[src/sbp_pkg.sv]
// shared types, constants and counter helpers for the skewed branch predictor
package sbp_pkg;

  // default table geometry
  localparam int unsigned LocalIndexBitsDef   = 9;
  localparam int unsigned LocalHistoryBitsDef = 12;
  localparam int unsigned GlobalBitsDef       = 13;

  // reset value of every 2-bit counter: weakly not taken, or favor local
  localparam logic [1:0] CtrInit = 2'd1;
  localparam logic [1:0] CtrMax  = 2'd3;
  localparam logic [1:0] CtrMin  = 2'd0;

  // controller to datapath commands
  typedef struct packed {
    logic clear;   // write reset values at the sweep address and advance it
    logic start;   // capture the item, read history and global-indexed counters
    logic ctr_rd;  // read the local counter at the fetched local history
    logic finish;  // load the prediction and train when the item asks for it
  } sbp_cmd_t;

  // datapath to controller status
  typedef struct packed {
    logic clear_last;  // sweep address is at its final entry
  } sbp_status_t;

  // counter predicts taken at 2 or 3
  function automatic logic ctr_taken(input logic [1:0] c);
    ctr_taken = c[1];
  endfunction

  // saturating step toward taken or not taken
  function automatic logic [1:0] ctr_move(input logic [1:0] c, input logic up);
    if (up) begin
      ctr_move = (c == CtrMax) ? CtrMax : c + 2'd1;
    end else begin
      ctr_move = (c == CtrMin) ? CtrMin : c - 2'd1;
    end
  endfunction

endpackage

[src/sbp_ctrl.sv]
// controller: reset sweep, item sequencing and output handshake
module sbp_ctrl import sbp_pkg::*; (
  input  logic        clk_i,
  input  logic        rst_ni,
  input  logic        in_valid_i,
  output logic        in_stall_o,
  output logic        out_valid_o,
  input  logic        out_stall_i,
  input  sbp_status_t status_i,
  output sbp_cmd_t    cmd_o
);

  localparam logic [1:0] ST_CLEAR = 2'd0;
  localparam logic [1:0] ST_IDLE  = 2'd1;
  localparam logic [1:0] ST_HIST  = 2'd2;
  localparam logic [1:0] ST_CTR   = 2'd3;

  logic [1:0] state_q, state_d;
  logic       out_valid_q, out_valid_d;

  // next state and commands
  always_comb begin
    state_d = state_q;
    cmd_o   = '0;
    case (state_q)
      ST_CLEAR: begin
        cmd_o.clear = 1'b1;
        if (status_i.clear_last) begin
          state_d = ST_IDLE;
        end
      end
      ST_IDLE: begin
        if (in_valid_i) begin
          cmd_o.start = 1'b1;
          state_d     = ST_HIST;
        end
      end
      ST_HIST: begin
        cmd_o.ctr_rd = 1'b1;
        state_d      = ST_CTR;
      end
      ST_CTR: begin
        // wait until the output register is free or being emptied
        if (!out_valid_q || !out_stall_i) begin
          cmd_o.finish = 1'b1;
          state_d      = ST_IDLE;
        end
      end
      default: begin
        state_d = ST_CLEAR;
      end
    endcase
  end

  // output valid flag
  always_comb begin
    if (cmd_o.finish) begin
      out_valid_d = 1'b1;
    end else if (out_valid_q && !out_stall_i) begin
      out_valid_d = 1'b0;
    end else begin
      out_valid_d = out_valid_q;
    end
  end

  // state registers
  always_ff @(posedge clk_i or negedge rst_ni) begin
    if (!rst_ni) begin
      state_q     <= ST_CLEAR;
      out_valid_q <= 1'b0;
    end else begin
      state_q     <= state_d;
      out_valid_q <= out_valid_d;
    end
  end

  assign in_stall_o  = (state_q != ST_IDLE);
  assign out_valid_o = out_valid_q;

endmodule

[config.mk]
export PLATFORM = sky130hd
export DESIGN_NAME = sbp_ctrl
export DESIGN_NICKNAME = d
export VERILOG_FILES = /design/src/sbp_pkg.sv /design/src/sbp_ctrl.sv
export SDC_FILE = /design/constraint.sdc
export NUM_CORES = 1
export LEC_CHECK = 0
export ABC_AREA = 1
export BUFFER_PORTS_ARGS = -buffer_cell sky130_fd_sc_hd__buf_2
export CELL_PAD_IN_SITES_DETAIL_PLACEMENT = 1
export CELL_PAD_IN_SITES_GLOBAL_PLACEMENT = 1
export CORE_AREA = 2 2 39 41
export CTS_CLUSTER_SIZE = 16
export DETAILED_ROUTE_END_ITERATION = 10
export DIE_AREA = 0 0 41 43
export PLACE_DENSITY = 0.49
export SYNTH_ARGS = -nofsm -noshare
export SYNTH_HDL_FRONTEND = slang
export SYNTH_SLANG_ARGS = --single-unit
[constraint.sdc]
create_clock -name clk_i -period 2.9 [get_ports clk_i]
set_clock_uncertainty 0.2 [all_clocks]
set_input_delay 0.145 -clock clk_i [delete_from_list [all_inputs] [get_ports clk_i]]
set_output_delay 0.145 -clock clk_i [all_outputs]
set_load 0.02 [all_outputs]
==> metrics.txt <==
status complete, no violations; router iterations before antenna repair 1; Layout Cells excl Fill 60; HPWL after DPL ~410 um; WL/cell approximately 8.0 um; Starting Density 0.170; share of cells above drive strength 1 0.386; Port Buffer Count 10; Max Clock Freq 0.647 GHz; VDD IR max 228 uV; CP Max Fanout 4; final worst path period share 0.533; Setup Buffers After CTS 0; Ys Warns 0; Slew Viols, Final 0; drt via density between 3 and 4; final wirelength 480 um; unrepaired setup endpoints after global routing no; CTS tree built; crit path from state_q[1]; crit path capture type output port; Root Buffer clkbuf_4; Worst EP arrival between 1 and 1.5 ns; die area about 1800 um^2; most frequent CP cell inv_1; Iter 0 DRT Violations 0; global-route wire length before repair roughly 810 um; cell at the slowest stage of the critical path dfrtp_1; Power Dens Cells 1110 nW/um^2; busiest grt layer met2; Clock Latency Late Sink around 0.23 ns; Vias 236; Die H about 43 um; worst reg2reg path startpoint state_q[1]; Worst-path clk slew roughly 0.040 ns; grt ovf 0; Final #Nets 54; met1 GRT Util 0.0779; Post-Syn Instances 29; Req. time, crit path between 2 and 3 ns; Placed Area just under 300 um^2; Slew HR 0.898; setup slack, reg-to-reg roughly 1.6 ns; worst-path cell chain inv_1 -> ha_1 -> nand2_1 -> inv_1 -> buf_2; global-route usage over all layers 0.0705; synthesis-to-finish area growth 46.3%; leakage approximately 0.00021 uW; largest net degree at the start of global routing 5; Post-Syn Area roughly 240 um^2; vias in the first global route between 200 and 250; Final Critical Period 1.55 ns; H-tree depth 1; delay-heaviest family, CP flip-flops; min-delay worst type in2async; CTS sink count 3; M2 GR Usage 0.0969; initial antenna violation count 0; sequential fraction of the synthesis area 0.319; total power approximately 380 uW; Net Count, Synth 38; Max-Cap Viols 0; Critical path buffers and inverters 3; post-synth cell types 9; Sum Neg Setup Slack 0 ns; final worst-path setup slack ~1.4 ns; gpl congestion ~0.69; clk buf depth 2; number of endpoints failing setup at the final stage 0; final instance area between 300 and 400 um^2; Core ar. 1380 um^2; Seq cells post-synth 3; DIE WIDTH 41 um; Critical Path Start Type flop; met3 GRT Util 0.0157; DRC 0; I/O Pins 11; dpl ws about 1.6 ns; Largest stage delay, worst path approximately 0.4 ns; number of buffers created by CTS 3; post-route ant nets 0; Worst-Margin Slew 0.154 ns; cell total after placement 54; WS Path Type reg2out; # diodes 0; final hold violations 0; Post-Syn Area per Cell approximately 8 um^2; Cell Rows 14; Fill cells between 150 and 200
## worst paths after layout
| kind | end | cells after the start |
|---|---|---|
| setup / recovery | cmd_o[2] | 5 |
| hold / removal | state_q[0] | 2 |
| setup reg to reg | state_q[0] | 6 |
| hold reg to reg | out_valid_o | 2 |
| max in group asynchronous | out_valid_o | 2 |
| min in group clk_i | state_q[1] | 5 |
## cells in the final DEF (no fill, tap or decap)
cell           synthesis  routed
ha_1                   4       4
nand2_2                2       2
buf_2                  0      10
nand3_2                2       2
clkbuf_1               0       1
dfrtp_1                3       3
nand4_1                2       2
a21oi_1                1       1
nand2_1                7       7
clkbuf_4               0       3
dlygate4sd3_1          0       2
inv_1                  7       7
## state kept, by name, indices dropped and copies added (netlist names)
signal / flops
state_q: 2
out_valid_o: 1
## power breakdown
part / switching (uW) / internal (uW)
Clock: 22.5 / 51.6
Combinational: 136 / 81.1
Sequential: 25.0 / 65.0
## synth_stat cells
master / count / area [um^2]
inv_1: 7 / 26.3
nand2_1: 7 / 26.3
ha_1: 4 / 50.1
dfrtp_1: 3 / 75.1
nand2_2: 2 / 12.5
nand3_2: 2 / 20.0
nand4_1: 2 / 12.5
a21oi_1: 1 / 5.00
buf_4: 1 / 7.51
## timing repair
item | CTS | global route
resized for setup | 0 | 0
hold buffers | 2 | 0
hold endpoints to repair | 4 | 0
## per-layer routing
| metal | wire (um) | vias up |
|---|---|---|
| li1 | - | 118 |
| met2 | 238 | 7 |
| met1 | 208 | 109 |
| met3 | 20 | 2 |
| met4 | 13 | 0 |
| met5 | 0 | - |
## final cells by class
| cell class | instances | area, um^2 | area share |
|---|---|---|---|
| multi-input combinational | 18 | 126 | 0.367 |
| sequential | 3 | 75.1 | 0.218 |
| timing repair buffer | 12 | 70.1 | 0.204 |
| clock buffer | 4 | 26.3 | 0.0764 |
| inverter | 7 | 26.3 | 0.0764 |
| tap | 16 | 20.0 | 0.0582 |
## metrics by stage
step	utilization	hold WS, ns
floorplan	-	-0.351
global placement	0.215	-0.258
detailed placement	0.215	-0.256
CTS	0.249	0.0297
global route	0.249	0.0424
finish	0.249	0.0419
## cells by family after synthesis
logic type | count (synthesis) | synth area share
AND/OR/NAND/NOR | 13 | 0.303
flip-flops | 3 | 0.319
buffers and inverters | 8 | 0.144
AO/OA/AOI/OAI | 1 | 0.0213
adder cells (fa/ha/maj) | 4 | 0.213
Power figures use the tool's default switching activity.
